`config.mk`:
```
export PLATFORM = sky130hd
export DESIGN_NAME = bpos_sweep
export DESIGN_NICKNAME = d
export VERILOG_FILES = /design/src/sv/bpos_pkg.sv /design/src/sv/bpos_sweep.sv
export SDC_FILE = /design/constraint.sdc
export NUM_CORES = 1
export LEC_CHECK = 0
export BUFFER_PORTS_ARGS = -buffer_cell sky130_fd_sc_hd__buf_2
export CORE_MARGIN = 4
export CORE_UTILIZATION = 38
export DETAILED_ROUTE_END_ITERATION = 12
export PLACE_DENSITY_LB_ADDON = 0.12
export SYNTH_ARGS = -nofsm -noshare
export SYNTH_HDL_FRONTEND = slang
export SYNTH_SLANG_ARGS = --single-unit
```
`constraint.sdc`:
```
create_clock -name i_clk -period 3.5 [get_ports i_clk]
set_input_delay 0.175 -clock i_clk [delete_from_list [all_inputs] [get_ports i_clk]]
set_output_delay 0.175 -clock i_clk [all_outputs]
set_load 0.01 [all_outputs]
```
`src/sv/bpos_pkg.sv`:
```
package bpos_pkg;

    // Parameter defaults
    localparam int DEF_MAX_ORBITALS = 64;
    localparam int DEF_MAX_REACH    = 15;
    localparam int DEF_PHASE_BITS   = 16;

    // Fixed field widths
    localparam int S_W        = 32;   // overlap element, Q1.30
    localparam int TRIG_W     = 16;   // cos and sin, Q1.14
    localparam int PROD_W     = S_W + TRIG_W;
    localparam int SUM_W      = 40;   // k-space entry, Q9.30
    localparam int IDX_OUT_W  = 6;    // row and column fields of a result
    localparam int CFG_IDX_W  = 4;
    localparam int CFG_DATA_W = 16;
    localparam int K_W        = 16;   // k-point coordinate in turn fractions
    localparam int ROUND_SHIFT = 14;

    localparam logic [TRIG_W-1:0] TRIG_ONE = 16'd16384;
    localparam logic signed [SUM_W-1:0] SUM_MAX = {1'b0, {(SUM_W-1){1'b1}}};
    localparam logic signed [SUM_W-1:0] SUM_MIN = {1'b1, {(SUM_W-1){1'b0}}};

    // Configuration register indexes
    typedef enum logic [CFG_IDX_W-1:0] {
        REG_ORBITALS = 4'd0,
        REG_DIM      = 4'd1,
        REG_REACH_A  = 4'd2,
        REG_REACH_B  = 4'd3,
        REG_REACH_C  = 4'd4,
        REG_KX       = 4'd5,
        REG_KY       = 4'd6,
        REG_KZ       = 4'd7
    } t_reg_idx;

    // Sweep position status
    typedef struct packed {
        logic home;      // current cell is the home cell
        logic upper;     // current element is on or above the diagonal
        logic cell_end;  // current element is the last one of its cell
        logic fin;       // current element is the last one of the sweep
    } t_sweep_st;

    // Phase sequencer result
    typedef struct packed {
        logic                     busy;
        logic signed [TRIG_W-1:0] cos_v;
        logic signed [TRIG_W-1:0] sin_v;
    } t_trig;

    // Per-request control that travels down the accumulate pipeline
    typedef struct packed {
        logic                     home;
        logic                     upper;
        logic                     cell_end;
        logic                     fin;
        logic signed [TRIG_W-1:0] coef;   // cos above diagonal, -sin below
    } t_item_ctl;

    // Accumulate pipeline status
    typedef struct packed {
        logic adv;        // pipeline moves this cycle
        logic boundary;   // last element of a cell still ahead of write-back
    } t_pipe_st;

    // Quarter-wave sine, sin(i*pi/64) in Q1.14; index 32 and above is one
    function automatic logic [TRIG_W-1:0] quarter_sine(input logic [5:0] idx);
        logic [TRIG_W-1:0] v;
        case (idx)
            6'd0:  v = 16'd0;
            6'd1:  v = 16'd804;
            6'd2:  v = 16'd1606;
            6'd3:  v = 16'd2404;
            6'd4:  v = 16'd3196;
            6'd5:  v = 16'd3981;
            6'd6:  v = 16'd4756;
            6'd7:  v = 16'd5520;
            6'd8:  v = 16'd6270;
            6'd9:  v = 16'd7005;
            6'd10: v = 16'd7723;
            6'd11: v = 16'd8423;
            6'd12: v = 16'd9102;
            6'd13: v = 16'd9760;
            6'd14: v = 16'd10394;
            6'd15: v = 16'd11003;
            6'd16: v = 16'd11585;
            6'd17: v = 16'd12140;
            6'd18: v = 16'd12665;
            6'd19: v = 16'd13160;
            6'd20: v = 16'd13623;
            6'd21: v = 16'd14053;
            6'd22: v = 16'd14449;
            6'd23: v = 16'd14811;
            6'd24: v = 16'd15137;
            6'd25: v = 16'd15426;
            6'd26: v = 16'd15679;
            6'd27: v = 16'd15893;
            6'd28: v = 16'd16069;
            6'd29: v = 16'd16207;
            6'd30: v = 16'd16305;
            6'd31: v = 16'd16364;
            default: v = TRIG_ONE;
        endcase
        return v;
    endfunction

endpackage

```
`src/sv/bpos_sweep.sv`:
```
module bpos_sweep #(
    parameter int MAX_ORBITALS = bpos_pkg::DEF_MAX_ORBITALS,
    parameter int MAX_REACH    = bpos_pkg::DEF_MAX_REACH,
    localparam int RW = (MAX_ORBITALS > 1) ? $clog2(MAX_ORBITALS) : 1,
    localparam int NW = $clog2(MAX_ORBITALS + 1),
    localparam int CW = $clog2(MAX_REACH + 1) + 1
) (
    input  logic                  i_clk,
    input  logic                  i_rst_n,
    input  logic                  i_restart,
    input  logic                  i_step,
    input  logic [6:0]            i_orbitals,
    input  logic [1:0]            i_dim,
    input  logic [3:0]            i_reach_a,
    input  logic [3:0]            i_reach_b,
    input  logic [3:0]            i_reach_c,
    output logic [RW-1:0]         o_row,
    output logic [RW-1:0]         o_col,
    output logic signed [CW-1:0]  o_cell_a,
    output logic signed [CW-1:0]  o_cell_b,
    output logic signed [CW-1:0]  o_cell_c,
    output bpos_pkg::t_sweep_st   o_st
);

    typedef enum logic [1:0] {RG_HOME, RG_AXIS, RG_PLANE, RG_UPPER} t_region;

    t_region              r_region, n_region;
    logic [RW-1:0]        r_row, r_col;
    logic signed [CW-1:0] r_a, r_b, r_c, n_a, n_b, n_c;

    logic [NW-1:0]        w_side;
    logic [1:0]           w_dim;
    logic signed [CW-1:0] w_ra, w_rb, w_rc;
    logic                 w_last_col, w_last_row, w_wrap;
    logic                 w_go_plane, w_go_upper;

    function automatic logic signed [CW-1:0] clamp_reach(input logic [3:0] r);
        if (32'(r) > MAX_REACH) return CW'(MAX_REACH);
        return CW'(r);
    endfunction

    // Effective side, dimension and reaches
    always_comb begin
        if (i_orbitals == '0) begin
            w_side = NW'(1);
        end else if (32'(i_orbitals) > MAX_ORBITALS) begin
            w_side = NW'(MAX_ORBITALS);
        end else begin
            w_side = NW'(i_orbitals);
        end
        w_dim = (i_dim == 2'd0) ? 2'd1 : i_dim;
        w_ra  = clamp_reach(i_reach_a);
        w_rb  = clamp_reach(i_reach_b);
        w_rc  = clamp_reach(i_reach_c);
    end

    assign w_last_col = (32'(r_col) + 1) >= 32'(w_side);
    assign w_last_row = (32'(r_row) + 1) >= 32'(w_side);

    // Next cell of the sweep; empty regions fall through
    always_comb begin
        n_region   = r_region;
        n_a        = r_a;
        n_b        = r_b;
        n_c        = r_c;
        w_go_plane = 1'b0;
        w_go_upper = 1'b0;
        w_wrap     = 1'b0;
        case (r_region)
            RG_HOME: begin
                if (w_ra >= CW'(1)) begin
                    n_region = RG_AXIS;
                    n_a      = CW'(1);
                end else begin
                    w_go_plane = 1'b1;
                end
            end
            RG_AXIS: begin
                if (r_a < w_ra) begin
                    n_a = r_a + CW'(1);
                end else begin
                    w_go_plane = 1'b1;
                end
            end
            RG_PLANE: begin
                if (r_b < w_rb) begin
                    n_b = r_b + CW'(1);
                end else if (r_a > -w_ra) begin
                    n_a = r_a - CW'(1);
                    n_b = CW'(1);
                end else begin
                    w_go_upper = 1'b1;
                end
            end
            RG_UPPER: begin
                if (r_b > -w_rb) begin
                    n_b = r_b - CW'(1);
                end else if (r_a > -w_ra) begin
                    n_a = r_a - CW'(1);
                    n_b = w_rb;
                end else if (r_c < w_rc) begin
                    n_a = w_ra;
                    n_b = w_rb;
                    n_c = r_c + CW'(1);
                end else begin
                    w_wrap = 1'b1;
                end
            end
            default: begin
                w_wrap = 1'b1;
            end
        endcase
        if (w_go_plane) begin
            if (w_dim >= 2'd2 && w_rb >= CW'(1)) begin
                n_region = RG_PLANE;
                n_a      = w_ra;
                n_b      = CW'(1);
                n_c      = '0;
            end else begin
                w_go_upper = 1'b1;
            end
        end
        if (w_go_upper) begin
            if (w_dim == 2'd3 && w_rc >= CW'(1)) begin
                n_region = RG_UPPER;
                n_a      = w_ra;
                n_b      = w_rb;
                n_c      = CW'(1);
            end else begin
                w_wrap = 1'b1;
            end
        end
        if (w_wrap) begin
            n_region = RG_HOME;
            n_a      = '0;
            n_b      = '0;
            n_c      = '0;
        end
    end

    // Advance element, row and cell on each accepted request
    always_ff @(posedge i_clk) begin
        if (!i_rst_n || i_restart) begin
            r_row    <= '0;
            r_col    <= '0;
            r_region <= RG_HOME;
            r_a      <= '0;
            r_b      <= '0;
            r_c      <= '0;
        end else if (i_step) begin
            if (!w_last_col) begin
                r_col <= r_col + RW'(1);
            end else begin
                r_col <= '0;
                if (!w_last_row) begin
                    r_row <= r_row + RW'(1);
                end else begin
                    r_row    <= '0;
                    r_region <= n_region;
                    r_a      <= n_a;
                    r_b      <= n_b;
                    r_c      <= n_c;
                end
            end
        end
    end

    assign o_row         = r_row;
    assign o_col         = r_col;
    assign o_cell_a      = r_a;
    assign o_cell_b      = r_b;
    assign o_cell_c      = r_c;
    assign o_st.home     = (r_region == RG_HOME);
    assign o_st.upper    = (r_col >= r_row);
    assign o_st.cell_end = w_last_col && w_last_row;
    assign o_st.fin      = w_last_col && w_last_row && w_wrap;

endmodule

```
; ---- Yosys cells after proc, flatten, opt, wreduce, memory -nomap -nowiden
; Index checks and enable logic that the tools add are counted.
[word_totals]
input_bits = 25
register_bits = 29
out_inout_bits = 31
[classes]
eq_ne = 4
reduce_logical = 11
addsub = 11
mux = 59
magnitude_cmp = 13
[op_table]
columns = operator, count
row1 = $mux 5, 31
row2 = $pmux 5 s4, 1
row3 = $mux 2, 8
row4 = $add 5x2->5 const B, 3
row5 = $lt 5x5->1, 3
row6 = $add 6x1->7 const B, 2
row7 = $ge 7x7->1, 2
row8 = $mux 7, 2
row9 = $mux 1, 13
row10 = $add 6x1->6 const B, 2
row11 = $ge 4x1->1 const B, 3
row12 = $mux 6, 2
row13 = $gt 5x5->1, 2
row14 = $neg 4->5, 2
row15 = $pmux 5 s2, 1
row16 = $sub 5x2->5 const B, 2
row17 = $gt 7x7->1 const B, 1
row18 = $logic_not 7->1, 1
row19 = $eq 2x2->1 const B, 3
row20 = $ge 6x6->1, 1
row21 = $logic_and 1x1->1, 4
row22 = $logic_not 2->1, 2
row23 = $reduce_and 3->1, 1
row24 = $eq 2x1->1 const B, 1
row25 = other kinds (5), 5

; ---- Longest topological paths before layout
[depth]
word_depth = 10
ltp_mapped = 13
mapped_depth_nobuf = 12

; ---- Least setup slack after synthesis
; OpenSTA, ideal clock, no wires.
[synth_timing]
path_kind = register to register
from = register r_col[0] (netlist: o_col[0])
to = register r_b[2] (netlist: o_cell_b[2])
arrival_ps = 2805
setup_ps = 114
path_stages_with_launch = 13
slack_ps = 581
t_required_ps = 3386
cell_sequence = dfxtp_1 > ha_1 > nand3_1 > xnor2_1 > ha_1 > a21o_1 > a211o_1 > a41oi_1 > and4b_1 > and4_4 > buf_6 > a32o_1 > a21o_1
[synth_via]
elab_chain_cells = 3
[synth_lines]
columns = item, line
row1 = start: declaration, bpos_sweep.sv:28  ; logic [RW-1:0] r_row, r_col;
row2 = start signal: assignment, bpos_sweep.sv:152  ; r_col <= r_col + RW'(1);
row3 = $add 6x1->7, bpos_sweep.sv:57  ; assign w_last_col = (32'(r_col) + 1) >= 32'(w_side);
row4 = $ge 7x7->1, bpos_sweep.sv:57
row5 = $reduce_and 3->1 (no source line), -
row6 = end signal: assignment, bpos_sweep.sv:161  ; r_b <= n_b;
row7 = end: declaration, bpos_sweep.sv:29  ; logic signed [CW-1:0] r_a, r_b, r_c, n_a, n_b, n_c;
; No other way between the ends.
; A chain may end at the register's enable or synchronous reset.

; ---- Worst setup path in the final report
; Same ends and word-level chain as after synthesis.

==> summary.txt <==
Status
  – Status: finished clean

CTS
  – Clock sink total: 29
  – Worst skew pair latency: slightly below 300 ps
  – Htree depth: 2
  – Root Buffer: clkbuf_8
  – Num CTS Buffers: 5
  – Setup bufs post-CTS: 0
  – Hold_buf cts: 0
  – Maximum root-to-sink buffer count: 2
  – PostCTS Resize Cnt: 0
  – CTS tree: built
  – Clk slew on worst S/H paths: around 70 ps

Critical path
  – CP startpoint kind: register
  – Reg2reg setup slack: ~280 ps
  – Critical path fanouts, max: 11
  – Worst path arrival time: approximately 3400 ps
  – CP endpoint kind: register
  – Crit path required time: roughly 3700 ps
  – CP max-delay cell: dfxtp_1
  – Critical path class: reg2reg
  – Crit path largest cell delay: between 400 and 500 ps
  – CP Cell Sequence: ha_1 > nand3_1 > xnor2_1 > ha_1 > a21o_1 > a211o_1 > a41oi_1 > and4b_1 > and4_4 > a32o_1 > a21o_1

Routing
  – DR vias/cell: 5.747
  – WL/cell: ~17 µm
  – DRC viols: 0
  – TritonRoute pass-1 iters: 5
  – Detailed Route Iter0 Violations: between 100 and 150
  – Vias post-DR: ~3,500
  – Routed Antenna Nets: 0
  – Total Wirelength: 10,520 µm

Synth
  – Synth Area in Compound Gates: a little over a quarter
  – Synth unique cells: 79
  – Synth top area cells: ha_1 18%, dfxtp_1 17%, nand3_1 3.9%, inv_1 3.7%, nor2_1 3.6%
  – Synth top area share: between 15 and 20%
  – FFs w/ async S/R, synth: 0%
  – YS warnings: 0
  – Mux contribution to synthesized area: between 2 and 3%
  – Yosys top cell by area: ha_1
  – Mean Syn Cell Area: 7.752 µm²
  – Mapped Nets: between 500 and 600
  – Sequential share of the synthesized area: between 10% and 20%
  – Syn Inst Count: 450
  – #FFs+latches synth: 29
  – Synth Area in Adders: 17.93%
  – XOR/XNOR Fraction of Synth Area: under 10%
  – Largest family of logic cells by synthesized area: compound AO/OA/AOI/OAI gates
  – Post-Synth Simple-Gate Area: between 20% and 30%
  – EDFF count, synth: 0
  – Ys flop type: dfxtp_1
  – Post-synthesis cell area: 3488 µm²

Placed design
  – IO Port Bufs: 55
  – GPL Wtd Cong: 0.8547
  – Detail Placement HPWL: 8387 µm

STA
  – Final Critical Period: about 3200 ps
  – Fin crit share: between 90 and 100%
  – # setup viols final: 0
  – RSZ-0062 raised after global routing: false
  – FMAX: a little over 0.3 GHz
  – Worst clock skew: 6.329 ps
  – Setup tns final: 0 ps
  – Final hold vios: 0
  – Slew headroom: 57.64%
  – Slew Limit Fails: 0
  – Least-Margin Pin Slew: approximately 640 ps

Global route
  – Grt total ovfl: 0
  – Vias in the first global route: 3,567
  – All-Layer GR Usage: around 20%
  – First-pass GRT wire length: roughly 18,000 µm
  – Initial antenna violation count: 0
  – Largest net degree at the start of global routing: 21

Pwr
  – Total power: just over 900 µW
  – VDD IR max: approximately 0.19 mV
  – P_leak: between 1.5 and 2 nW
  – Power Density: approximately 230 nW/µm²

Floorplanning
  – Ports: 56
  – Starting Density: between 30% and 40%
  – Core box area: ~9000 µm²
  – # rows: 34
  – Die Y-Extent: 103.8 µm
  – Die W: just over 100 µm
  – Die ar.: 10,780 µm²

Layout
  – Post-layout nets: 583
  – Layout cell share with drive strength beyond 1: 17.88%
  – Fill count: 902
  – Layout area overhead: 15.78%
  – Reg area: slightly below 600 µm²
  – N_diodes: 0
  – Multi-input gate area: between 2000 and 3000 µm²

Flow run
  – Max-cap viol count: 0

Worst hold path
  – Worst hold path type: in2reg
path summary, 6_finish.rpt:
check | cells past startpoint | startpoint | to
setup / recovery | 11 | o_col[0]$_SDFFE_PP0P_ | o_cell_b[2]$_SDFFE_PP0P_
hold / removal | 3 | i_reach_a[3] | o_cell_a[3]$_SDFFE_PP0P_
setup reg to reg | 11 | o_col[0]$_SDFFE_PP0P_ | o_cell_b[2]$_SDFFE_PP0P_
hold reg to reg | 1 | o_cell_c[4]$_SDFFE_PP0P_ | o_cell_c[4]$_SDFFE_PP0P_
through the flow:
stage          hold WS [ps]  utilization (%)  setup WS (ps)  std cells  instance area, µm²
2_1_floorplan         314.8                -          581.1        450                3488
3_3_place_gp          485.5            44.35          384.9        609                3905
3_5_place_dp          492.4            44.35          310.1        609                3905
4_1_cts               193.4            45.87          282.2        617                4039
5_1_grt               214.0            45.87          23.47        617                4039
6_report              195.6            45.87          281.3        617                4039
area by class of cell:
| cell class | instances | share of cell area, % |
|---|---|---|
| timing repair buffer | 66 | 8.860 |
| clock inverter | 3 | 1.611 |
| sequential | 29 | 14.37 |
| inverter | 35 | 3.253 |
| multi-input combinational | 371 | 66.85 |
| tap | 108 | 3.346 |
| clock buffer | 5 | 1.704 |
report_power, final:
part           total (mW)  internal (mW)  switching, mW
sequential          0.335          0.332        0.00373
clock               0.427          0.283          0.144
combinational       0.155         0.0595         0.0958
total               0.918          0.674          0.244
Yosys cell counts (9+ instances only):
library cell   n
nor2b_1       15
o21ai_0       22
dfxtp_1       29
ha_1          50
nand2b_1      11
nor3_1        11
inv_1         34
nor2_1        33
a21o_1        11
and3_1         9
nand2_1       25
nand3_1       27
xnor2_1       12
a21oi_1       24
mux2i_1        9
worst max-delay path, delay by kind of cell, from the launching register on:
family / cells / cell delay (ps)
and+or+nand+nor: 3 / 820
AOI/OAI and AO/OA: 5 / 1090
DFF: 1 / 440
xor gates and xnor gates: 1 / 160
adders and majority gates: 2 / 610
cells by family after synthesis:
logic type | count (synthesis)
adder cells (fa/ha/maj) | 50
AO/OA/AOI/OAI | 132
AND/OR/NAND/NOR | 162
multiplexers | 9
XOR/XNOR | 18
buffers and inverters | 50
flip-flops | 29
per-layer routing:
metal	global-route usage [%]	vias to the layer above	routed length (µm)
li1	-	1782	-
met1	27.45	1651	5113
met2	32.59	100	4763
met3	3.172	13	521
met4	4.653	0	120
met5	0	-	0
sequential cells by signal, summed over array words and instances, names as in the netlist:
register,flops
o_cell_a,5
o_cell_b,5
o_cell_c,5
o_col,6
o_row,6
r_region,2
cells in the final DEF (no fill, tap or decap), drive strengths merged, types with 15 or more instances in the layout:
master and count:
inv 35, nor2 35, buf 66, ha 50, nand2 25, a21oi 26
nand3 27, nor2b 15, o21ai 27, dfxtp 29
(Power assumes the default switching activity.)
