<file path="config.mk">
export PLATFORM = sky130hd
export DESIGN_NAME = bpos_phase
export DESIGN_NICKNAME = d
export VERILOG_FILES = /design/src/sv/bpos_pkg.sv /design/src/sv/bpos_phase.sv
export SDC_FILE = /design/constraint.sdc
export NUM_CORES = 1
export LEC_CHECK = 0
export ABC_AREA = 1
export BUFFER_PORTS_ARGS = -buffer_cell sky130_fd_sc_hd__buf_2
export CORE_MARGIN = 2
export CORE_UTILIZATION = 62
export CTS_CLUSTER_DIAMETER = 30
export DETAILED_ROUTE_END_ITERATION = 10
export MAX_ROUTING_LAYER = met4
export PLACE_DENSITY = 0.84
export SETUP_SLACK_MARGIN = 0.3
export SYNTH_ARGS = -nofsm -noshare
export SYNTH_HDL_FRONTEND = slang
export SYNTH_SLANG_ARGS = --single-unit
</file>
<file path="constraint.sdc">
create_clock -name i_clk -period 10.1 [get_ports i_clk]
set_input_delay 2.02 -clock i_clk [delete_from_list [all_inputs] [get_ports i_clk]]
set_output_delay 2.02 -clock i_clk [all_outputs]
set_load 0.02 [all_outputs]
</file>
<file path="src/sv/bpos_pkg.sv">
package bpos_pkg;

    // Parameter defaults
    localparam int DEF_MAX_ORBITALS = 64;
    localparam int DEF_MAX_REACH    = 15;
    localparam int DEF_PHASE_BITS   = 16;

    // Fixed field widths
    localparam int S_W        = 32;   // overlap element, Q1.30
    localparam int TRIG_W     = 16;   // cos and sin, Q1.14
    localparam int PROD_W     = S_W + TRIG_W;
    localparam int SUM_W      = 40;   // k-space entry, Q9.30
    localparam int IDX_OUT_W  = 6;    // row and column fields of a result
    localparam int CFG_IDX_W  = 4;
    localparam int CFG_DATA_W = 16;
    localparam int K_W        = 16;   // k-point coordinate in turn fractions
    localparam int ROUND_SHIFT = 14;

    localparam logic [TRIG_W-1:0] TRIG_ONE = 16'd16384;
    localparam logic signed [SUM_W-1:0] SUM_MAX = {1'b0, {(SUM_W-1){1'b1}}};
    localparam logic signed [SUM_W-1:0] SUM_MIN = {1'b1, {(SUM_W-1){1'b0}}};

    // Configuration register indexes
    typedef enum logic [CFG_IDX_W-1:0] {
        REG_ORBITALS = 4'd0,
        REG_DIM      = 4'd1,
        REG_REACH_A  = 4'd2,
        REG_REACH_B  = 4'd3,
        REG_REACH_C  = 4'd4,
        REG_KX       = 4'd5,
        REG_KY       = 4'd6,
        REG_KZ       = 4'd7
    } t_reg_idx;

    // Sweep position status
    typedef struct packed {
        logic home;      // current cell is the home cell
        logic upper;     // current element is on or above the diagonal
        logic cell_end;  // current element is the last one of its cell
        logic fin;       // current element is the last one of the sweep
    } t_sweep_st;

    // Phase sequencer result
    typedef struct packed {
        logic                     busy;
        logic signed [TRIG_W-1:0] cos_v;
        logic signed [TRIG_W-1:0] sin_v;
    } t_trig;

    // Per-request control that travels down the accumulate pipeline
    typedef struct packed {
        logic                     home;
        logic                     upper;
        logic                     cell_end;
        logic                     fin;
        logic signed [TRIG_W-1:0] coef;   // cos above diagonal, -sin below
    } t_item_ctl;

    // Accumulate pipeline status
    typedef struct packed {
        logic adv;        // pipeline moves this cycle
        logic boundary;   // last element of a cell still ahead of write-back
    } t_pipe_st;

    // Quarter-wave sine, sin(i*pi/64) in Q1.14; index 32 and above is one
    function automatic logic [TRIG_W-1:0] quarter_sine(input logic [5:0] idx);
        logic [TRIG_W-1:0] v;
        case (idx)
            6'd0:  v = 16'd0;
            6'd1:  v = 16'd804;
            6'd2:  v = 16'd1606;
            6'd3:  v = 16'd2404;
            6'd4:  v = 16'd3196;
            6'd5:  v = 16'd3981;
            6'd6:  v = 16'd4756;
            6'd7:  v = 16'd5520;
            6'd8:  v = 16'd6270;
            6'd9:  v = 16'd7005;
            6'd10: v = 16'd7723;
            6'd11: v = 16'd8423;
            6'd12: v = 16'd9102;
            6'd13: v = 16'd9760;
            6'd14: v = 16'd10394;
            6'd15: v = 16'd11003;
            6'd16: v = 16'd11585;
            6'd17: v = 16'd12140;
            6'd18: v = 16'd12665;
            6'd19: v = 16'd13160;
            6'd20: v = 16'd13623;
            6'd21: v = 16'd14053;
            6'd22: v = 16'd14449;
            6'd23: v = 16'd14811;
            6'd24: v = 16'd15137;
            6'd25: v = 16'd15426;
            6'd26: v = 16'd15679;
            6'd27: v = 16'd15893;
            6'd28: v = 16'd16069;
            6'd29: v = 16'd16207;
            6'd30: v = 16'd16305;
            6'd31: v = 16'd16364;
            default: v = TRIG_ONE;
        endcase
        return v;
    endfunction

endpackage

</file>
<file path="src/sv/bpos_phase.sv">
module bpos_phase #(
    parameter int MAX_REACH  = bpos_pkg::DEF_MAX_REACH,
    parameter int PHASE_BITS = bpos_pkg::DEF_PHASE_BITS,
    localparam int CW = $clog2(MAX_REACH + 1) + 1
) (
    input  logic                           i_clk,
    input  logic                           i_rst_n,
    input  logic                           i_start,
    input  logic [bpos_pkg::K_W-1:0]       i_kx,
    input  logic [bpos_pkg::K_W-1:0]       i_ky,
    input  logic [bpos_pkg::K_W-1:0]       i_kz,
    input  logic signed [CW-1:0]           i_cell_a,
    input  logic signed [CW-1:0]           i_cell_b,
    input  logic signed [CW-1:0]           i_cell_c,
    output bpos_pkg::t_trig                o_trig
);

    localparam int KW   = bpos_pkg::K_W;
    localparam int TW   = bpos_pkg::TRIG_W;
    localparam int UW   = PHASE_BITS - 1;
    localparam int FRAC = PHASE_BITS - 7;
    localparam int SHL  = (PHASE_BITS >= KW) ? PHASE_BITS - KW : 0;
    localparam int SHR  = (PHASE_BITS < KW) ? KW - PHASE_BITS : 0;
    localparam logic [UW-1:0] QUARTER = {1'b1, {(PHASE_BITS-2){1'b0}}};

    typedef enum logic [2:0] {PH_IDLE, PH_MAC, PH_UP, PH_DOWN, PH_SIGN} t_state;

    t_state                r_state;
    logic [1:0]            r_step;
    logic [KW-1:0]         r_sum;
    logic [TW-1:0]         r_up, r_down;
    logic signed [TW-1:0]  r_cos, r_sin;

    logic [KW-1:0]         w_k;
    logic signed [CW-1:0]  w_coord;
    logic [KW-1:0]         w_coord16;
    logic [KW-1:0]         w_prod;
    logic [PHASE_BITS-1:0] w_phase;
    logic [1:0]            w_quad;
    logic [UW-1:0]         w_q, w_u;
    logic [5:0]            w_idx;
    logic [FRAC-1:0]       w_frac;
    logic [TW-1:0]         w_base, w_next, w_diff, w_interp;
    logic [TW+FRAC-1:0]    w_d;

    // One k-coordinate product per step, kept modulo one turn
    always_comb begin
        case (r_step)
            2'd0: begin
                w_k     = i_kx;
                w_coord = i_cell_a;
            end
            2'd1: begin
                w_k     = i_ky;
                w_coord = i_cell_b;
            end
            default: begin
                w_k     = i_kz;
                w_coord = i_cell_c;
            end
        endcase
        w_coord16 = KW'(w_coord);
        w_prod    = w_k * w_coord16;
    end

    // Phase word, quadrant and shared interpolation of the quarter wave
    always_comb begin
        w_phase  = PHASE_BITS'((32'(r_sum) << SHL) >> SHR);
        w_quad   = w_phase[PHASE_BITS-1 -: 2];
        w_q      = {1'b0, w_phase[PHASE_BITS-3:0]};
        w_u      = (r_state == PH_UP) ? w_q : QUARTER - w_q;
        w_idx    = w_u[UW-1:FRAC];
        w_frac   = w_u[FRAC-1:0];
        w_base   = bpos_pkg::quarter_sine(w_idx);
        w_next   = bpos_pkg::quarter_sine(w_idx + 6'd1);
        w_diff   = w_next - w_base;
        w_d      = w_diff * w_frac;
        w_interp = (w_idx >= 6'd32) ? bpos_pkg::TRIG_ONE
                                    : w_base + TW'(w_d >> FRAC);
    end

    // Sequence: three multiply-adds, sine up, sine down, quadrant sign
    always_ff @(posedge i_clk) begin
        if (!i_rst_n) begin
            r_state <= PH_IDLE;
            r_step  <= '0;
        end else begin
            case (r_state)
                PH_IDLE: begin
                    if (i_start) begin
                        r_state <= PH_MAC;
                        r_step  <= '0;
                    end
                end
                PH_MAC: begin
                    r_sum <= (r_step == 2'd0) ? w_prod[KW-1:0] : r_sum + w_prod[KW-1:0];
                    if (r_step == 2'd2) begin
                        r_state <= PH_UP;
                    end else begin
                        r_step <= r_step + 2'd1;
                    end
                end
                PH_UP: begin
                    r_up    <= w_interp;
                    r_state <= PH_DOWN;
                end
                PH_DOWN: begin
                    r_down  <= w_interp;
                    r_state <= PH_SIGN;
                end
                PH_SIGN: begin
                    case (w_quad)
                        2'd0: begin
                            r_sin <= $signed(r_up);
                            r_cos <= $signed(r_down);
                        end
                        2'd1: begin
                            r_sin <= $signed(r_down);
                            r_cos <= -$signed(r_up);
                        end
                        2'd2: begin
                            r_sin <= -$signed(r_up);
                            r_cos <= -$signed(r_down);
                        end
                        default: begin
                            r_sin <= -$signed(r_down);
                            r_cos <= $signed(r_up);
                        end
                    endcase
                    r_state <= PH_IDLE;
                end
                default: begin
                    r_state <= PH_IDLE;
                end
            endcase
        end
    end

    assign o_trig.busy  = (r_state != PH_IDLE);
    assign o_trig.cos_v = r_cos;
    assign o_trig.sin_v = r_sin;

endmodule

</file>
=== After elaboration in Yosys (flattened, before gate mapping) ===
Memory sizes are Yosys's and may differ from the RTL's.
Cells that the tools add are included.

* Add/sub/neg operators: 8
* $mul: 2
* $lt $le $gt $ge: 1
* Eq/ne operators: 11
* Multiplexer cells: 15
* Reductions and logical operators: 11

{| class="wikitable"
|+ Operator list
! kind !! count
|-
| case mux 16 bit (3 select lines) || 2
|-
| 2-to-1 mux 16 bit || 4
|-
| adder 16 bit || 2
|-
| negation 16 bit || 2
|-
| case mux 16 bit (2 select lines) || 1
|-
| multiplier 16 x 9 -> 25 bit || 1
|-
| multiplier 16 x 5 -> 16 bit || 1
|-
| subtractor 16 bit || 1
|-
| 2-to-1 mux 15 bit || 1
|-
| subtractor 15 x 14 -> 15 bit (first input constant) || 1
|-
| case mux 3 bit (4 select lines) || 1
|-
| case mux 5 bit (2 select lines) || 1
|-
| AND reduction 2 bit || 5
|-
| adder 6 x 1 -> 6 bit (second input constant) || 1
|-
| equality test 3 x 2 -> 1 bit (second input constant) || 2
|-
| greater-or-equal comparator 6 bit (second input constant) || 1
|-
| 2-to-1 mux 3 bit || 2
|-
| inequality test 2 bit (second input constant) || 3
|-
| equality test 2 x 1 -> 1 bit (second input constant) || 2
|-
| equality test 2 bit (second input constant) || 2
|-
| zero test 2 bit || 2
|-
| 2-to-1 mux 2 bit || 2
|-
| case mux 2 bit (2 select lines) || 1
|-
| equality test 3 x 1 -> 1 bit (second input constant) || 1
|-
| other kinds (6) || 6
|}

* Register bits after elaboration: 85
* Memory bits (read-only): 896
* Input bits: 66
* Output and inout port bits: 33
* Memories kept: 2

{| class="wikitable"
|+ Memories
! name !! words !! width !! rd ports !! clocked after Yosys merged registers in !! wr ports !! RTL line !! RTL
|-
| (no name shown) || 32 || 14 || 1 || 0 || 0 || bpos_pkg.sv:68 || <nowiki>case (idx)</nowiki>
|-
| (no name shown) || 32 || 14 || 1 || 0 || 0 || bpos_pkg.sv:68 ||
|}

=== Logic depth before layout (Yosys ltp) ===
Gate-level depths: netlist of the first run.
An unclocked memory read counts as a cell.

* Depth after elaboration: 9
* Mapped depth: 62
* Depth with buffers taken out: 59

=== Worst setup path after synthesis of the first run ===
OpenSTA, ideal clock, no wires.

* Path kind: flip-flop to flip-flop
* Start point: reg r_sum[0]
* End point: reg r_down[15], data pin
* Setup time: 0.255 ns
* Arrival: 9.102 ns
* Data required time: 9.845 ns
* Setup slack: 0.743 ns
* Cell stages (with the launch flop): 57
* Clock period less this slack: 9.357 ns
* Cell sequence: edfxtp_1 -> buf_4 -> inv_1 -> ha_1 -> nand3_2 -> nor2_1 -> nand2_1 -> nand2_1 -> nand2_1 -> nand2_2 -> ha_1 -> inv_1 -> ha_1 -> clkbuf_1 -> inv_1 -> clkbuf_1 -> nand2_1 -> nand2_1 -> [21 not listed] -> o21ai_0 -> a21oi_1 -> o21ai_1 -> nand2_1 -> nand3_1 -> nand2_1 -> ha_1 -> nand2_1 -> nor3_1 -> nand3_1 -> nand3b_1 -> nand2_1 -> nand2_1 -> nand2_1 -> nand3_1 -> nand2_1 -> nand2_1 -> nor2_1

* Longest elaborated chain between the ends: 9
* Elaborated cells on any way between the ends: 12
* Those cells by class: 4 x add/sub; 1 x mul; 1 x order compare; 4 x mux; 2 x memory

{| class="wikitable"
|+ Ends and longest elaborated chain
! element !! RTL line !! RTL
|-
| start, declared || bpos_phase.sv:30 || <nowiki>logic [KW-1:0] r_sum;</nowiki>
|-
| start signal, assigned || bpos_phase.sv:96 || <nowiki>r_sum <= (r_step == 2'd0) ? w_prod[KW-1:0] : r_sum + w_prod[KW-1:0];</nowiki>
|-
| subtractor 15 x 14 -> 15 bit || bpos_phase.sv:71 || <nowiki>w_u = (r_state == PH_UP) ? w_q : QUARTER - w_q;</nowiki>
|-
| 2-to-1 mux 15 bit * || bpos_phase.sv:71 ||
|-
| adder 6 x 1 -> 6 bit || bpos_phase.sv:75 || <nowiki>w_next = bpos_pkg::quarter_sine(w_idx + 6'd1);</nowiki>
|-
| memory read (32 x 14 bit) || - ||
|-
| 2-to-1 mux 16 bit || bpos_pkg.sv:68 ||
|-
| subtractor 16 bit || bpos_phase.sv:76 || <nowiki>w_diff = w_next - w_base;</nowiki>
|-
| multiplier 16 x 9 -> 25 bit || bpos_phase.sv:77 || <nowiki>w_d = w_diff * w_frac;</nowiki>
|-
| adder 16 bit || bpos_phase.sv:79 || <nowiki>: w_base + TW'(w_d >> FRAC);</nowiki>
|-
| 2-to-1 mux 16 bit * || bpos_phase.sv:78 || <nowiki>w_interp = (w_idx >= 6'd32) ? bpos_pkg::TRIG_ONE</nowiki>
|-
| via w_interp[15] || bpos_phase.sv:43 || <nowiki>logic [TW-1:0] w_base, w_next, w_diff, w_interp;</nowiki>
|-
| end signal, assigned || bpos_phase.sv:108 || <nowiki>r_down <= w_interp;</nowiki>
|-
| end, declared || bpos_phase.sv:31 || <nowiki>logic [TW-1:0] r_up, r_down;</nowiki>
|}

The timed path passes the listed nets; every way through them passes the cells marked *.
A chain may end at the register's enable or synchronous reset.

=== Worst setup path in the final report of the first run ===
* Start point: reg r_sum[1]
* End point: reg r_down[14], data pin

The elaborated chain is that of the path after synthesis.

==> summary.txt, run 1 <==
Synth
  • Avg Cell Area, Syn: 6.792 sq um
  • Library cell occupying the most area in the post-synthesis netlist: sky130_fd_sc_hd__fa_1
  • Distinct cell type count of the synthesized netlist: 58
  • Top_reg_cell synth: sky130_fd_sc_hd__edfxtp_1
  • Cell types occupying the most area after synthesis: sky130_fd_sc_hd__fa_1 (17%), sky130_fd_sc_hd__nand2_1 (16%), sky130_fd_sc_hd__edfxtp_1 (15%), sky130_fd_sc_hd__ha_1 (11%), sky130_fd_sc_hd__inv_1 (10%)
  • Proportion of register bits with asynchronous set or reset after synthesis: 0
  • Area fraction of the dominant cell type after synthesis: 0.1722
  • Synth cell count leaders: sky130_fd_sc_hd__nand2_1 (672), sky130_fd_sc_hd__inv_1 (438), sky130_fd_sc_hd__nor2_1 (189), sky130_fd_sc_hd__nand3_1 (146), sky130_fd_sc_hd__ha_1 (139)
  • Cell area after synthesis: 15930 sq um
  • Most common cell in the synthesized netlist: sky130_fd_sc_hd__nand2_1
  • Yosys Warn Count: 0
  • Post-synthesis sequential area ratio: 0.1571
  • Count of flip-flops with a built-in enable after synthesis: 80
  • Post-Synthesis Net Count: 2687
  • Synthesized instance count: 2345
  • Post-synthesis sequential element count: 85

Placement
  • Gp weighted congestion: around 1
  • Placement Cell Area: 16740 sq um
  • HPWL after detailed placement: 37220 microns
  • PortBufs: 98
  • Worst slack at placement: 0.2342 ns

STA
  • Sum of negative setup slack: 0 ns
  • # setup viols final: 0
  • Final critical path time including I/O delays and setup: 9.394 ns
  • Fmax: 106.4 MHz
  • Slew Limit Fails: 0
  • RSZ-0062 raised after global routing: no
  • Final worst-path cycle share: 0.9301
  • Post-layout worst setup margin: between 0.7 and 0.8 ns
  • Worst-Margin Slew: between 0.9 and 1 ns
  • Final worst clock skew: 0.01156 ns
  • Final Hold Viols: 0
  • Max-slew headroom: 0.3547

Route
  • WL met2: 21340 microns
  • Drt total wl: around 47000 microns
  • Met3 routed wirelength: 4197 microns
  • Starting DRT DRC Count: approximately 1600
  • Vias post-DR: 15920
  • Via density per instance: 5.738
  • Uppermost layer routed: met4
  • DRC viols: 0
  • Post-route ant nets: 0
  • First drt pass iteration count: 8
  • WL/cell: 16.79 microns
  • Metal1 wirelength: 19350 microns

Worst setup path
  • Path depth of the worst reg2reg path: between 50 and 60
  • Worst EP arrival: 9.49 ns
  • Maximum cell stage delay along the critical path: 0.62 ns
  • Startpoint type of the worst setup path: flip-flop
  • Worst setup EP type: flip-flop
  • Critical-path cell with the highest stage delay: sky130_fd_sc_hd__fa_2
  • Critical path origin: r_sum[1]$_DFFE_PP_
  • Worst path top cell family by delay: adder cells
  • Buffering stage count on the worst path with inverters included: 11
  • Reg2reg setup slack: 0.71 ns
  • Worst Setup Path Type: reg -> reg
  • Data required time at the worst endpoint: 10.20 ns
  • Reg2reg end: r_down[14]$_DFFE_PP_
  • RR Startpoint: r_sum[1]$_DFFE_PP_
  • Biggest fanout along the worst timing path: 11
  • Worst path most repeated cell: sky130_fd_sc_hd__nand2_1
  • Path length in cells of the critical path: 54
  • Critical path capture point: r_down[14]$_DFFE_PP_

Global route
  • GRT Resource Usage Total: 0.3614
  • Wire length of the first global-routing pass: 75360 microns
  • Number of antenna violations at the first check in global routing: 0
  • Largest net degree at the start of global routing: 38
  • Via count of the first global-routing pass: 15320
  • Remaining Overflow, GRT: 0

Clock tree
  • Clock sink total: 85
  • Clock-pin slew on the worst setup and hold paths: 0.07 ns
  • Clock tree buffer depth: 2
  • Inserted Clock Buffers: 9
  • Clock latency on the worst-skew pair: 0.35 ns
  • Clock root buffer: sky130_fd_sc_hd__clkbuf_16
  • Clock tree from TritonCTS: yes
  • CTS Hold Bufs: 0
  • Depth of the CTS H-tree: 3

Final layout
  • Area of the multi-input gates: 11750 sq um
  • Sequential standard cell area: ~2500 sq um
  • Fraction of final layout cells sized beyond drive strength 1: 0.1219
  • Total of fill cells in the finished design: 2192
  • Antenna Diode Count: 0
  • Post-Layout Inst Area: 17550 sq um
  • NumNets Final: 2782
  • Layout Area Growth over Synthesis: 10.21%

Floorplan
  • Core Footprint: 25180 sq um
  • # rows: 58
  • Starting utilization of the core area: 0.6325
  • Die Area: 26990 sq um
  • I/O pin total: between 90 and 100
  • Vertical extent of the die: about 160 microns
  • Die Span X: 164.3 microns

Job
  • Max-capacitance violation count: 0

Outcome
  • Status: completed

Min path
  • Origin of the worst min-delay path: r_step[1]$_SDFFE_PN0P_
  • Path class of the lowest-slack min-delay path: reg -> reg
-- layout by cell type (no fill, tap or decap), drive strengths merged, types with 2 or more instances in the layout --
master,Yosys,final
o31ai,2,2
bufinv,0,2
edfxtp,80,80
xnor2,16,16
o211ai,6,6
buf,35,141
clkinv,6,5
a211oi,5,5
o21a,3,3
fa,137,137
a31oi,3,3
xor2,34,34
nor2,197,197
inv,452,454
o21ai,110,110
o21bai,7,7
nor4,4,4
clkbuf,22,9
clkinvlp,0,3
nor3,28,28
ha,139,139
nand2,688,688
o2111ai,11,11
nand3,154,154
a221oi,8,8
o221ai,2,2
nand4,26,26
a22o,10,10
nand3b,6,6
or2,17,17
a21o,7,7
dfxtp,5,5
a21oi,113,113
o22ai,5,5
-- worst min-delay path by stage --
stage,to,cells past startpoint
floorplan,r_step[1]$_SDFFE_PN0P_,2
global placement,r_step[1]$_SDFFE_PN0P_,2
detailed placement,r_step[1]$_SDFFE_PN0P_,2
CTS,r_step[1]$_SDFFE_PN0P_,2
global route,r_step[1]$_SDFFE_PN0P_,2
finish,r_step[1]$_SDFFE_PN0P_,2
-- metal layers --
metal | vias up | track usage
li1 | 7605 | -
met1 | 7392 | 0.4732
met2 | 784 | 0.5690
met3 | 136 | 0.06061
met4 | 0 | 0.1252
met5 | - | -
-- per-stage QoR --
stage,instances,hold WS [ns],util
3_5_place_dp,2742,0.5264,0.6646
5_1_grt,2774,0.5821,0.6971
2_1_floorplan,2345,0.4822,-
3_3_place_gp,2742,0.5058,0.6646
4_1_cts,2757,0.5360,0.6786
6_report,2774,0.5314,0.6971
-- logic make-up after synthesis --
| logic type | Yosys count | synth area share |
|---|---|---|
| buffers and inverters | 515 | 0.1273 |
| AO/OA/AOI/OAI | 295 | 0.1072 |
| flip-flops | 85 | 0.1571 |
| adder cells (fa/ha/maj) | 276 | 0.2814 |
| XOR/XNOR | 50 | 0.02844 |
| AND/OR/NAND/NOR | 1124 | 0.2986 |
-- final cells by class --
type | count | area share
Clock inverter | 6 | 0.005417
Timing Repair Buffer | 141 | 0.04726
Clock buffer | 9 | 0.01283
Tap cell | 330 | 0.02352
Inverter | 458 | 0.09887
Multi-Input combinational cell | 1745 | 0.6695
Sequential cell | 85 | 0.1426
-- worst reg2reg max path: cells and delay by family, from the launching register on --
family	cells	cell delay [ns]
simple gates	24	2.26
compound gates	6	1.05
flops	1	0.43
buf+inv	11	1.05
fa+ha+maj	11	4.00
xor+xnor	2	0.35
-- timing repair --
| item | CTS | global route |
|---|---|---|
| cloned | 0 | 0 |
| setup buffers | 0 | 17 |
| setup endpoints to repair | 12 | 26 |
| pin swaps | 0 | 24 |
| resized for setup | 7 | 81 |
-- state kept, by name, summed over array words and instances (netlist names) --
signal	flops
r_up	16
r_sum	16
r_down	16
r_step	2
r_cos	16
r_sin	16
r_state	3
Power of run 1 is left out: the tool's default activity adds up to more than one toggle a clock period on the data nets, which glitch-free logic cannot reach.
==> run 2: changes to the inputs <==
clock period = 9.13 ns   (was 10.1 ns; I/O delays follow)
==> run 2 against run 1 <==
Effect of this change:
- clock skew is 0.0014 ns higher
- maximum frequency is 5.6% higher
- first-iteration DRC count is 30% higher
==> summary.txt, run 2 (synthesis gave the netlist of run 1 again) <==
Clock tree
  • Clock-pin slew on the worst setup and hold paths: 0.07 ns (about the same)
  • Clock latency on the worst-skew pair: 0.35 ns (about the same)
  • Inserted Clock Buffers: 9 (unchanged)
  • Depth of the CTS H-tree: 3 (unchanged)
  • Clock tree from TritonCTS: yes
  • Clock root buffer: sky130_fd_sc_hd__clkbuf_16
  • Clock tree buffer depth: 2 (unchanged)
  • Clock sink total: 85 (unchanged)

Route
  • Post-route ant nets: 0 (unchanged)
  • WL/cell: 17.21 microns (+2.5%)
  • First drt pass iteration count: 6 (-2)
  • Drt total wl: 50390 microns (+8.2%)
  • DRC viols: 0 (unchanged)
  • Starting DRT DRC Count: 2149 (+30%)
  • Via density per instance: 5.774 (+0.63%)
  • Vias post-DR: 16910 (+6.2%)

Final layout
  • Final cell count without fillers: 2928 (+5.6%)
  • Layout Area Growth over Synthesis: 23.34%
  • NumNets Final: 2934 (+5.5%)
  • Util after Layout: 0.7801 (+0.08303)
  • Most common library cell in the layout ignoring fill and taps: sky130_fd_sc_hd__nand2_1
  • Fraction of final layout cells sized beyond drive strength 1: 0.2314 (+0.1095)
  • Highest-count cells in the layout ignoring fill and taps: sky130_fd_sc_hd__nand2_1 (611), sky130_fd_sc_hd__inv_1 (404), sky130_fd_sc_hd__buf_4 (178)

Placement
  • Cells after DPL: 2847 (+3.8%)
  • PortBufs: 98 (unchanged)
  • Gp weighted congestion: 1.030 (+0.67%)
  • HPWL after detailed placement: 38460 microns (+3.3%)

Worst setup path
  • Worst path most repeated cell: sky130_fd_sc_hd__nand2_1
  • Worst path top cell family by delay: simple AND/OR/NAND/NOR gates
  • Worst setup EP type: flip-flop
  • Worst EP arrival: 8.97 ns (-0.52 ns)
  • Maximum cell stage delay along the critical path: 0.54 ns (-0.08 ns)
  • Startpoint type of the worst setup path: flip-flop
  • Critical-path cell with the highest stage delay: sky130_fd_sc_hd__fa_1
  • Biggest fanout along the worst timing path: 18 (+7)
  • Data required time at the worst endpoint: 9.21 ns (-0.99 ns)
  • Buffering stage count on the worst path with inverters included: 7 (-4)
  • Worst Setup Path Type: reg -> reg

STA
  • Sum of negative setup slack: 0 ns (unchanged)
  • RSZ-0062 raised after global routing: yes
  • Worst-Margin Slew: 1.025 ns (+0.05826 ns)
  • Slew Limit Fails: 0 (unchanged)
  • Max-slew headroom: 0.3103 (-0.04445)
  • Final critical path time including I/O delays and setup: 8.893 ns (-0.5014 ns)
  • Fmax: 112.5 MHz (+5.6%)
  • Final Hold Viols: 0 (unchanged)
  • Final worst-path cycle share: 0.9740 (+0.04391)
  • # setup viols final: 0 (unchanged)
  • Final worst clock skew: 0.01292 ns (+0.001358 ns)

Outcome
  • Status: completed

Global route
  • Via count of the first global-routing pass: 15570 (+1.6%)
  • Remaining Overflow, GRT: 0 (unchanged)
  • GRT Resource Usage Total: 0.3674 (+0.006038)
  • Largest net degree at the start of global routing: 38 (unchanged)
  • Number of antenna violations at the first check in global routing: 1 (+1)
  • Wire length of the first global-routing pass: 76640 microns (+1.7%)

Job
  • Max-capacitance violation count: 0 (unchanged)

Floorplan
  • I/O pin total: 99 (unchanged)
  • # rows: 58 (unchanged)
  • Vertical extent of the die: 164.3 microns (unchanged)
  • Die Area: 26990 sq um (unchanged)
  • Core Footprint: 25180 sq um (unchanged)
  • Die Span X: 164.3 microns (unchanged)
  • Starting utilization of the core area: 0.6325 (unchanged)

Min path
  • Path class of the lowest-slack min-delay path: reg -> reg
[run 2: cell types whose count changed in the layout (fill, tap and decap cells not counted), moves of 10 or more]
| cell | before | now |
|---|---|---|
| sky130_fd_sc_hd__buf_4 | 41 | 178 |
| sky130_fd_sc_hd__nand2_2 | 21 | 48 |
| sky130_fd_sc_hd__nor2_1 | 182 | 164 |
| sky130_fd_sc_hd__a21oi_1 | 101 | 88 |
| sky130_fd_sc_hd__nand2_1 | 662 | 611 |
| sky130_fd_sc_hd__ha_4 | 9 | 28 |
| sky130_fd_sc_hd__inv_1 | 431 | 404 |
| sky130_fd_sc_hd__o21ai_0 | 97 | 80 |
| sky130_fd_sc_hd__nor2_2 | 11 | 21 |
| sky130_fd_sc_hd__nand2_4 | 4 | 27 |
| sky130_fd_sc_hd__inv_2 | 16 | 40 |
| sky130_fd_sc_hd__ha_1 | 120 | 106 |
[run 2: final cells by class]
class / count / area, sq um
Multi-Input combinational cell: 1747 / 12650
Fill cell: 1782 / 5538
Sequential cell: 85 / 2504
Timing Repair Buffer: 290 / 2014
Inverter: 458 / 1759
Tap cell: 330 / 412.9
Clock buffer: 9 / 225.2
Clock inverter: 7 / 67.56
Timing Repair inverter: 1 / 7.507
Antenna cell: 1 / 2.502
[run 2: worst paths after layout]
| check | depth (start not counted) | endpoint | start | slack (ns) |
|---|---|---|---|---|
| min | 1 | r_state[2]$_SDFFE_PN0P_ | r_state[2]$_SDFFE_PN0P_ | 0.51 |
| max reg2reg | 47 | r_down[14]$_DFFE_PP_ | r_sum[7]$_DFFE_PP_ | 0.24 |
| max | 47 | r_down[14]$_DFFE_PP_ | r_sum[7]$_DFFE_PP_ | 0.24 |
| min reg2reg | 1 | r_state[2]$_SDFFE_PN0P_ | r_state[2]$_SDFFE_PN0P_ | 0.51 |
[run 2: per-layer routing]
layer,global-route usage,share of wire
met1,0.5102,0.41
met2,0.5561,0.45
met3,0.05328,0.095
met4,0.1164,0.038
met5,-,0
[run 2: per-stage QoR]
step | cell area, sq um | worst slack [ns] | hold WS [ns]
after floorplan | 15970 | 0.3003 | 0.4822
after global placement | 17560 | -0.06353 | 0.4979
after detailed placement | 17560 | -0.2629 | 0.5253
after CTS | 18300 | 0.3015 | 0.5365
after global routing | 19640 | -0.1566 | 0.5208
final | 19640 | 0.2372 | 0.5058
[run 2: what timing repair did]
action	CTS	global route
setup buffers	9	51
cloned	1	3
pin swaps	18	134
resized for setup	90	251
hold buffers	0	0
endpoints found under the setup margin	26	28
Power of run 2 is left out for the same reason.
